==> src/design/hilbert_coords_to_index_macros.svh <==
// assertion macros for the hilbert index encoder
// used by the top level; needs nothing else
`ifndef HILBERT_COORDS_TO_INDEX_MACROS_SVH
`define HILBERT_COORDS_TO_INDEX_MACROS_SVH

// same-cycle implication, disabled while in reset
`define HCI_ASSERT_NOW(lbl, clk, rstn, ante, cons, msg) \
	lbl: assert property (@(posedge clk) disable iff (!rstn) (ante) |-> (cons)) \
		else $error(msg);

// next-cycle implication, disabled while in reset
`define HCI_ASSERT_NEXT(lbl, clk, rstn, ante, cons, msg) \
	lbl: assert property (@(posedge clk) disable iff (!rstn) (ante) |=> (cons)) \
		else $error(msg);

`endif

==> src/design/hci_pkg.sv <==
// shared constants, types and register codes for the hilbert index encoder
// no dependencies
package hci_pkg;

	localparam int MAX_DIMS   = 8;
	localparam int MAX_BITS   = 32;
	localparam int NUM_FIELDS = 8;
	localparam int COORD_W    = 32;
	localparam int IDX_W      = 63;
	localparam int IDX_IW     = $clog2(IDX_W);
	localparam int DIMS_W     = 4;
	localparam int BITS_W     = 6;
	localparam int PROD_W     = DIMS_W + BITS_W;
	localparam int LVL_W      = (MAX_BITS > 1) ? $clog2(MAX_BITS) : 1;
	localparam int NUM_LEVELS = MAX_BITS - 1;
	localparam int CFG_IDX_W  = 2;
	localparam int CFG_DATA_W = 6;

	typedef logic [DIMS_W-1:0]   dims_t;
	typedef logic [BITS_W-1:0]   bits_t;
	typedef logic [PROD_W-1:0]   prod_t;
	typedef logic [MAX_BITS-1:0] word_t;
	typedef logic [CFG_IDX_W-1:0] cfg_idx_t;

	// register indexes
	localparam cfg_idx_t REG_DIMS = cfg_idx_t'(0);
	localparam cfg_idx_t REG_BITS = cfg_idx_t'(1);

	localparam dims_t DIMS_RESET = dims_t'(2);
	localparam bits_t BITS_RESET = bits_t'(16);

	typedef struct packed {
		dims_t dims;
		bits_t bits;
	} cfg_t;

	typedef struct packed {
		logic [COORD_W-1:0] coord_7;
		logic [COORD_W-1:0] coord_6;
		logic [COORD_W-1:0] coord_5;
		logic [COORD_W-1:0] coord_4;
		logic [COORD_W-1:0] coord_3;
		logic [COORD_W-1:0] coord_2;
		logic [COORD_W-1:0] coord_1;
		logic [COORD_W-1:0] coord_0;
	} in_item_t;

	typedef struct packed {
		logic [IDX_W-1:0] hilbert_index;
		logic             config_error;
	} out_item_t;

	typedef word_t [MAX_DIMS-1:0] axes_t;

	typedef struct packed {
		logic  valid;
		axes_t x;
	} stage_t;

endpackage

==> src/design/hci_pack.sv <==
// bit interleave, configuration check and output register
// depends on hci_pkg
module hci_pack (
	input  logic               clk,
	input  logic               arst_n,
	input  hci_pkg::cfg_t      cfg,
	input  hci_pkg::stage_t    up,
	output logic               up_ready,
	output logic               out_valid,
	output hci_pkg::out_item_t out_item,
	input  logic               out_stall
);

	logic [hci_pkg::IDX_W-1:0] idx;
	hci_pkg::prod_t            span;
	logic                      bad;
	hci_pkg::out_item_t        item_nxt;
	logic                      valid_s1;
	hci_pkg::out_item_t        item_s1;

	// fixed wiring per axis count, picked by dims
	always_comb begin
		int pos;
		idx = '0;
		pos = 0;
		for (int nn = 1; nn <= hci_pkg::MAX_DIMS; nn++) begin
			if (cfg.dims == hci_pkg::dims_t'(nn)) begin
				for (int lvl = 0; lvl < hci_pkg::MAX_BITS; lvl++) begin
					for (int i = 0; i < nn; i++) begin
						pos = lvl * nn + nn - 1 - i;
						if (pos < hci_pkg::IDX_W) begin
							idx[hci_pkg::IDX_IW'(pos)] = up.x[i][lvl];
						end
					end
				end
			end
		end
	end

	// configuration check
	always_comb begin
		span = hci_pkg::prod_t'(cfg.dims) * hci_pkg::prod_t'(cfg.bits);
		bad  = (cfg.dims == '0) || (cfg.dims > hci_pkg::dims_t'(hci_pkg::MAX_DIMS))
			|| (cfg.bits == '0) || (cfg.bits > hci_pkg::bits_t'(hci_pkg::MAX_BITS))
			|| (span > hci_pkg::prod_t'(hci_pkg::IDX_W));
		item_nxt.hilbert_index = bad ? '0 : idx;
		item_nxt.config_error  = bad;
	end

	assign up_ready = !valid_s1 || !out_stall;

	always_ff @(posedge clk or negedge arst_n) begin
		if (!arst_n) begin
			valid_s1 <= 1'b0;
		end else if (up_ready) begin
			valid_s1 <= up.valid;
		end
	end

	always_ff @(posedge clk) begin
		if (up_ready && up.valid) begin
			item_s1 <= item_nxt;
		end
	end

	assign out_valid = valid_s1;
	assign out_item  = item_s1;

endmodule
==> config.mk <==
export PLATFORM = sky130hd
export DESIGN_NAME = hci_pack
export DESIGN_NICKNAME = d
export VERILOG_FILES = /design/src/design/hilbert_coords_to_index_macros.svh /design/src/design/hci_pkg.sv /design/src/design/hci_pack.sv
export SDC_FILE = /design/constraint.sdc
export NUM_CORES = 1
export LEC_CHECK = 0
export ABC_AREA = 1
export BUFFER_PORTS_ARGS = -buffer_cell sky130_fd_sc_hd__buf_4
export CORE_AREA = 2 2 132 134
export DETAILED_ROUTE_END_ITERATION = 8
export DIE_AREA = 0 0 134 136
export PLACE_DENSITY_LB_ADDON = 0.05
export REMOVE_ABC_BUFFERS = 1
export SYNTH_ARGS = -nofsm -noshare
export SYNTH_HDL_FRONTEND = slang
export SYNTH_SLANG_ARGS = --single-unit
==> constraint.sdc <==
create_clock -name clk -period 4.6 [get_ports clk]
set_input_delay 0.46 -clock clk [delete_from_list [all_inputs] [get_ports clk]]
set_output_delay 0.46 -clock clk [all_outputs]
set_load 0.005 [all_outputs]
==> impl_metrics.env, run 1 <==
export IMPL_status="completed"
export IMPL_die_area_mm2=0.0182
export IMPL_ys_seq_elements=34
export IMPL_cap_violations=0
export IMPL_die_h_um=136
export IMPL_clk_latency_ps=300
export IMPL_path_max_fanout=33
export IMPL_fp_dieW_um=134
export IMPL_synth_top_family_by_area="simple AND/OR/NAND/NOR gates"
export IMPL_synth_xor_area_share_pct=0.200
export IMPL_wl_per_cell_um=15.3
export IMPL_use_met1_pct=24.6
export IMPL_multi_input_area_mm2=0.00268
export IMPL_coreArea_mm2=0.0169
export IMPL_synth_compound_area_share_pct=1.17
export IMPL_grt_overflow_total=0
export IMPL_fin_nets=1134
export IMPL_seq_area_mm2=0.00102
export IMPL_rows=48
export IMPL_syn_inst=729
export IMPL_cts_max_level=2
export IMPL_timing_fmax_mhz=291
export IMPL_drtAntennaViolNets=0
export IMPL_ys_warn_count=0
export IMPL_drive_gt1_share_pct=20.3
export IMPL_hold_viol_final=0
export IMPL_grt_pass1_vias=4642
export IMPL_nFillCells=1927
export IMPL_globalRouteTotalUtil_pct=18.2
export IMPL_antenna_found_initial=1
export IMPL_drc_errors=0
export IMPL_drt_total_wl_um=16400
export IMPL_synthToLayoutAreaGrowth_pct=27.0
export IMPL_met3_usage_pct=5.00
export IMPL_cp_arrival_ps=3300
export IMPL_pwr_density_cell_mw_per_mm2=197
export IMPL_synth_top_area_share_pct=22.6
export IMPL_finClkSkew_ps=3.64
export IMPL_crit_path_frequent_cell="fa_1"
export IMPL_total_power_mw=1.10
export IMPL_setup_viol=0
export IMPL_grt_max_degree=43
export IMPL_gp_congestion=0.813
export IMPL_worstPathRequired_ps=4460
export IMPL_fin_crit_ps=3440
export IMPL_p_leak_nw=2.85
export IMPL_yosysSeqAreaShare_pct=23.2
export IMPL_cts_tree="yes"
export IMPL_yosysTopAreaCell="edfxtp_1"
export IMPL_cpMaxStageDelayCell="fa_1"
export IMPL_slew_headroom_pct=22.2
export IMPL_crit_path_max_incr_delay_ps=550
export IMPL_cts_sinks=34
export IMPL_fin_crit_sh_pct=74.8
export IMPL_cts_buffers=5
export IMPL_fin_setup_tns_ps=0
export IMPL_holdCritStartpoint="up[256]"
export IMPL_setup_worst_path_start="cfg[9]"
export IMPL_antenna_cells=0
export IMPL_synthTopCellsByArea="edfxtp_1, nand2_1, nor2_1"
export IMPL_dp_hpwl_um=12500
export IMPL_vias=4856
export IMPL_drtIter0Drc=306
export IMPL_io_pin_count=336
export IMPL_slew_viol_final=0
export IMPL_firstDrtPassIters=5
export IMPL_cts_clk_slew_worst_paths_ps=60
export IMPL_worst_slew_pin_slew_ps=1160
export IMPL_drt_vias_per_instance=4.55
export IMPL_synthesis_area_mm2=0.00439
export IMPL_synth_mux_area_share_pct=0
export IMPL_grt_pass1_wl_um=25400
export IMPL_reg2reg_from="out_valid$_DFFE_PN0N_"
export IMPL_vdd_drop_max_v=0.000122
export IMPL_path_cells="buf_4, nand2_1, fa_1, inv_1, fa_1, fa_1, nand3_1, nand3_1, xor2_1, nor2_1, nand4_4"
export IMPL_synthAdderAreaFrac_pct=7.65
export IMPL_initial_utilization_pct=26.0
export IMPL_rsz0062_at_grt="false"
export IMPL_path_class="in2reg"
export IMPL_post_cts_buffers=0
export IMPL_hp_class="in2reg"
export IMPL_end_kind="flop"
export IMPL_yosysUniqueCellTypes=25
export IMPL_grtUsageMet2_pct=28.4
export IMPL_synth_simple_area_share_pct=48.9
export IMPL_busiest_layer="met2"
export IMPL_clk_root_buffer_cell="clkbuf_16"
export IMPL_io_buffers=137
export IMPL_cts_max_path_buffers=2
export IMPL_syn_avg_cell_area_um2=6.02
export IMPL_start_kind="input pin"
==> logic make-up after synthesis <==
family / count (synthesis)
simple gates: 497
compound gates: 8
buf+inv: 166
flops: 34
xor+xnor: 1
fa+ha+maj: 22
other cells: 1
==> worst paths after layout <==
path	to	cells past startpoint	slack [ps]
max	out_item[0]$_DFFE_PP_	11	1160
min	out_valid$_DFFE_PN0N_	3	400
max reg2reg	out_item[3]$_SDFFCE_PP0P_	1	2860
min reg2reg	out_valid$_DFFE_PN0N_	2	710
max in group asynchronous	out_valid$_DFFE_PN0N_	2	4040
min in group asynchronous	out_valid$_DFFE_PN0N_	2	480
==> repair_timing <==
item	CTS	global route
hold buffers	1	0
resized for setup	0	0
hold endpoints to repair	1	0
==> cell usage after synthesis <==
master / number
nand2_1: 185
nor2_1: 165
nand3_1: 103
inv_1: 90
buf_4: 39
nand4_1: 34
edfxtp_1: 33
buf_2: 21
ha_1: 14
fa_1: 8
inv_2: 7
nor2_2: 5
buf_6: 4
clkbuf_1: 4
o21ai_0: 4
a21oi_1: 3
nor3_4: 2
a21oi_4: 1
buf_1: 1
conb_1: 1
dfrtp_1: 1
nand4_4: 1
nor2_4: 1
or2_2: 1
xor2_1: 1
==> registers in the layout, summed over array words and instances (netlist names) <==
signal	flops
out_item	33
out_valid	1
==> per-stage QoR <==
step / setup slack, ps / cell area [µm²] / utilization [%] / cells / hold WS [ps]
3_5_place_dp: 748 / 5420 / 32.1 / 1059 / 238
5_1_grt: 846 / 5570 / 33.0 / 1068 / 419
4_1_cts: 1060 / 5570 / 33.0 / 1068 / 391
2_1_floorplan: 1420 / 4040 / - / 690 / 164
3_3_place_gp: 783 / 5420 / 32.1 / 1059 / 236
6_report: 1160 / 5570 / 33.0 / 1068 / 397
==> report_power, final <==
group	internal [mW]	switching, mW
registers	0.357	0.00503
logic	0.153	0.230
clock network	0.198	0.154
total	0.709	0.389
==> placed cells by master, fill, tap and decap left out, types with 7 or more instances in the layout <==
master    count
ha_1         14
buf_4       144
fa_1          8
inv_1        90
nor2_1      164
conb_1       31
nand2_1     185
edfxtp_1     33
inv_2         7
nand4_1      34
nand3_1     103
==> worst max-delay path: cells and delay by family <==
family                     cells  cell delay (ps)
adders and majority gates      3             1540
buffers and inverters          2              230
xor gates and xnor gates       1              150
and+or+nand+nor                5              880
==> layout make-up <==
type | count | share of cell area [%]
timing repair buffer | 145 | 19.6
multi-input combinational | 559 | 48.0
inverter | 97 | 6.54
clock inverter | 3 | 0.292
tap | 225 | 5.06
sequential | 34 | 18.2
clock buffer | 5 | 2.25
==> layer usage <==
layer,wire length [µm],up-vias
met5,16,-
met3,1590,19
met2,7150,212
li1,-,2448
met4,301,2
met1,7320,2175
Note: power is estimated with default switching activity, not from simulation.
==> run 2: changes to the inputs <==
--- a/config.mk
+++ b/config.mk
@@ -5,11 +5,11 @@
 export SDC_FILE = /design/constraint.sdc
 export NUM_CORES = 1
 export LEC_CHECK = 0
-export ABC_AREA = 1
+export ABC_AREA = 0
 export BUFFER_PORTS_ARGS = -buffer_cell sky130_fd_sc_hd__buf_4
-export CORE_AREA = 2 2 132 134
+export CORE_AREA = 2 2 131 133
 export DETAILED_ROUTE_END_ITERATION = 8
-export DIE_AREA = 0 0 134 136
+export DIE_AREA = 0 0 133 135
 export PLACE_DENSITY_LB_ADDON = 0.05
 export REMOVE_ABC_BUFFERS = 1
 export SYNTH_ARGS = -nofsm -noshare
==> constraint.sdc (replaced) <==
create_clock -name clk -period 3.25 [get_ports clk]
set_input_delay 0.325 -clock clk [delete_from_list [all_inputs] [get_ports clk]]
set_output_delay 0.325 -clock clk [all_outputs]
set_load 0.005 [all_outputs]
==> impl_metrics.env, run 2 <==
export IMPL_status="finished, violations left"
export IMPL_violations="negative setup slack"
export IMPL_drt_total_wl_um=19400
export IMPL_wl_met3_um=1360
export IMPL_grt_pass1_vias=4854
export IMPL_clk_root_buffer_cell="clkbuf_16"
export IMPL_path_max_fanout=8
export IMPL_syn_avg_cell_area_um2=8.71
export IMPL_ys_warn_count=0
export IMPL_cts_max_path_buffers=2
export IMPL_timing_fmax_mhz=295
export IMPL_dp_hpwl_um=14200
export IMPL_cpMaxStageDelayCell="fa_1"
export IMPL_wl_per_cell_um=22.0
export IMPL_async_flop_share_pct=2.94
export IMPL_fin_crit_sh_pct=104
export IMPL_yosysTopAreaCell="edfxtp_1"
export IMPL_antenna_found_initial=0
export IMPL_coreArea_mm2=0.0164
export IMPL_total_power_mw=1.93
export IMPL_die_h_um=135
export IMPL_reg2reg_slack_ps=1820
export IMPL_crit_path_max_incr_delay_ps=530
export IMPL_io_buffers=137
export IMPL_fin_nets=951
export IMPL_path_class="in2reg"
export IMPL_cts_clk_slew_worst_paths_ps=60
export IMPL_yosysSeqAreaShare_pct=22.6
export IMPL_finalInstanceArea_mm2=0.00624
export IMPL_wl_met1_um=8360
export IMPL_worstHoldPathCells=2
export IMPL_start_kind="input pin"
export IMPL_io_pin_count=336
export IMPL_firstDrtPassIters=5
export IMPL_synthTopCellsByArea="edfxtp_1, mux2i_1, a21oi_1"
export IMPL_cts_sinks=34
export IMPL_vias=4754
export IMPL_worst_slack_ps=-145
export IMPL_cp_arrival_ps=3520
export IMPL_holdCritStartpoint="up[256]"
export IMPL_hold_end="out_valid$_DFFE_PN0N_"
export IMPL_synth_edf_count=33
export IMPL_globalRouteTotalUtil_pct=21.0
export IMPL_clk_latency_ps=290
export IMPL_yosysUniqueCellTypes=59
export IMPL_fin_crit_ps=3390
export IMPL_synth_top_family_by_area="compound AO/OA/AOI/OAI gates"
export IMPL_slew_headroom_pct=26.1
export IMPL_reg2reg_from="out_valid$_DFFE_PN0N_"
export IMPL_setup_viol=33
export IMPL_rows=47
export IMPL_worstPathRequired_ps=3380
export IMPL_grt_overflow_total=0
export IMPL_hp_class="in2reg"
export IMPL_worst_slew_pin_slew_ps=1100
export IMPL_synthAdderAreaFrac_pct=7.46
export IMPL_drive_gt1_share_pct=38.9
export IMPL_antenna_cells=0
export IMPL_top_layer="met4"
export IMPL_cts_buffers=5
export IMPL_ff2ff_path_depth=3
export IMPL_synth_top_area_share_pct=22.0
export IMPL_largest_reg_flops=33
export IMPL_pwr_density_cell_mw_per_mm2=309
export IMPL_p_leak_nw=2.64
export IMPL_hold_viol_final=0
export IMPL_drt_vias_per_instance=5.40
export IMPL_initial_utilization_pct=27.4
export IMPL_vdd_drop_max_v=0.000165
export IMPL_fin_setup_tns_ps=-3150
export IMPL_end_kind="flop"
export IMPL_layout_common_cells="buf_4, a21oi_1, mux2i_1"
export IMPL_synth_compound_area_share_pct=30.4
export IMPL_synth_simple_area_share_pct=18.1
export IMPL_ys_seq_elements=34
export IMPL_grt_pass1_wl_um=28800
export IMPL_final_common_cell="buf_4"
export IMPL_synth_mux_area_share_pct=9.65
export IMPL_crit_family="adder cells"
export IMPL_cp_buffers_inverters=5
export IMPL_drtIter0Drc=314
export IMPL_r2r_end="out_item[23]$_SDFFCE_PP0P_"
export IMPL_cts_tree="yes"
export IMPL_yosys_top_cells_count="a21oi_1, mux2i_1, edfxtp_1"
export IMPL_cts_max_level=2
export IMPL_rsz0062_at_grt="true"
export IMPL_grt_max_degree=42
export IMPL_ys_flop_type="edfxtp_1"
export IMPL_die_area_mm2=0.0180
export IMPL_syn_inst=516
export IMPL_cap_violations=0
export IMPL_finClkSkew_ps=6.97
export IMPL_pre_cts_ws_ps=-716
export IMPL_gp_congestion=0.820
export IMPL_drc_errors=0
export IMPL_synth_xor_area_share_pct=0
export IMPL_synthesis_area_mm2=0.00450
export IMPL_path_cells="buf_8, and2_4, fa_1, inv_1, fa_1, inv_2, ha_4, and3_4, or4_4, a221oi_4, nand4_4, buf_12, buf_12, a211oi_2"
export IMPL_synth_most_common_cell="a21oi_1"
export IMPL_fp_dieW_um=133
export IMPL_place_area_mm2=0.00580
export IMPL_wl_met2_um=9250
export IMPL_slew_viol_final=0
export IMPL_synthToLayoutAreaGrowth_pct=38.8
export IMPL_drtAntennaViolNets=0
[run 2: cell count changes after synthesis, sizes merged, moves of 24 or more]
cell    change
nand2     -159
nor2      -153
nand3      -98
inv        -84
a21oi      +51
mux2i      +40
nand4      -34
o21ai      +25
clkbuf     +24
[run 2: layout make-up]
class | count | area, µm²
Clock buffer | 5 | 125
Sequential cell | 34 | 1020
Multi-Input combinational cell | 418 | 3220
Tap cell | 220 | 275
Fill cell | 1728 | 10200
Clock inverter | 3 | 16.3
Inverter | 13 | 48.8
Timing Repair Buffer | 187 | 1540
[run 2: layer usage]
metal	global-route usage (%)	vias to the layer above
met5	0	-
met4	5.73	0
met3	4.43	28
met2	36.0	239
met1	26.7	2299
li1	-	2188
[run 2: per-stage QoR]
stage,utilization [%],hold WS [ps],std cells
after CTS,37.6,238,880
final,38.0,237,880
after global routing,38.0,249,880
after global placement,35.3,101,864
after detailed placement,35.3,102,864
after floorplan,-,29.4,465
[run 2: logic make-up after synthesis]
| kind of cell | count (synthesis) |
|---|---|
| AOI/OAI and AO/OA | 193 |
| and+or+nand+nor | 129 |
| buffers and inverters | 94 |
| muxes | 43 |
| DFF | 34 |
| adders and majority gates | 22 |
| other | 1 |
[run 2: how the worst max path moves through the flow]
| stage | start | to | slack, ps | depth (start not counted) |
|---|---|---|---|---|
| after floorplan | cfg[2] | out_item[0]$_DFFE_PP_ | -860 | 11 |
| after global routing | cfg[2] | out_item[27]$_SDFFCE_PP0P_ | -250 | 14 |
| after detailed placement | cfg[2] | out_item[25]$_SDFFCE_PP0P_ | -720 | 13 |
| after CTS | cfg[8] | out_item[22]$_SDFFCE_PP0P_ | -200 | 15 |
| final | cfg[2] | out_item[16]$_SDFFCE_PP0P_ | -140 | 14 |
| after global placement | cfg[2] | out_item[21]$_SDFFCE_PP0P_ | -640 | 13 |
[run 2: power by group]
part | switching [mW] | internal, mW | leakage (nW)
combinational | 0.501 | 0.421 | 2.23
sequential | 0.00762 | 0.503 | 0.341
clock | 0.212 | 0.281 | 0.0672
total | 0.721 | 1.20 | 2.64
[run 2: what timing repair did]
action,CTS,global route
buffers inserted,5,1
pin swaps,23,8
endpoints found under the hold margin,1,0
cloned,2,0
gates resized for setup,28,14
hold buffers,1,0
endpoints found under the setup margin,33,33
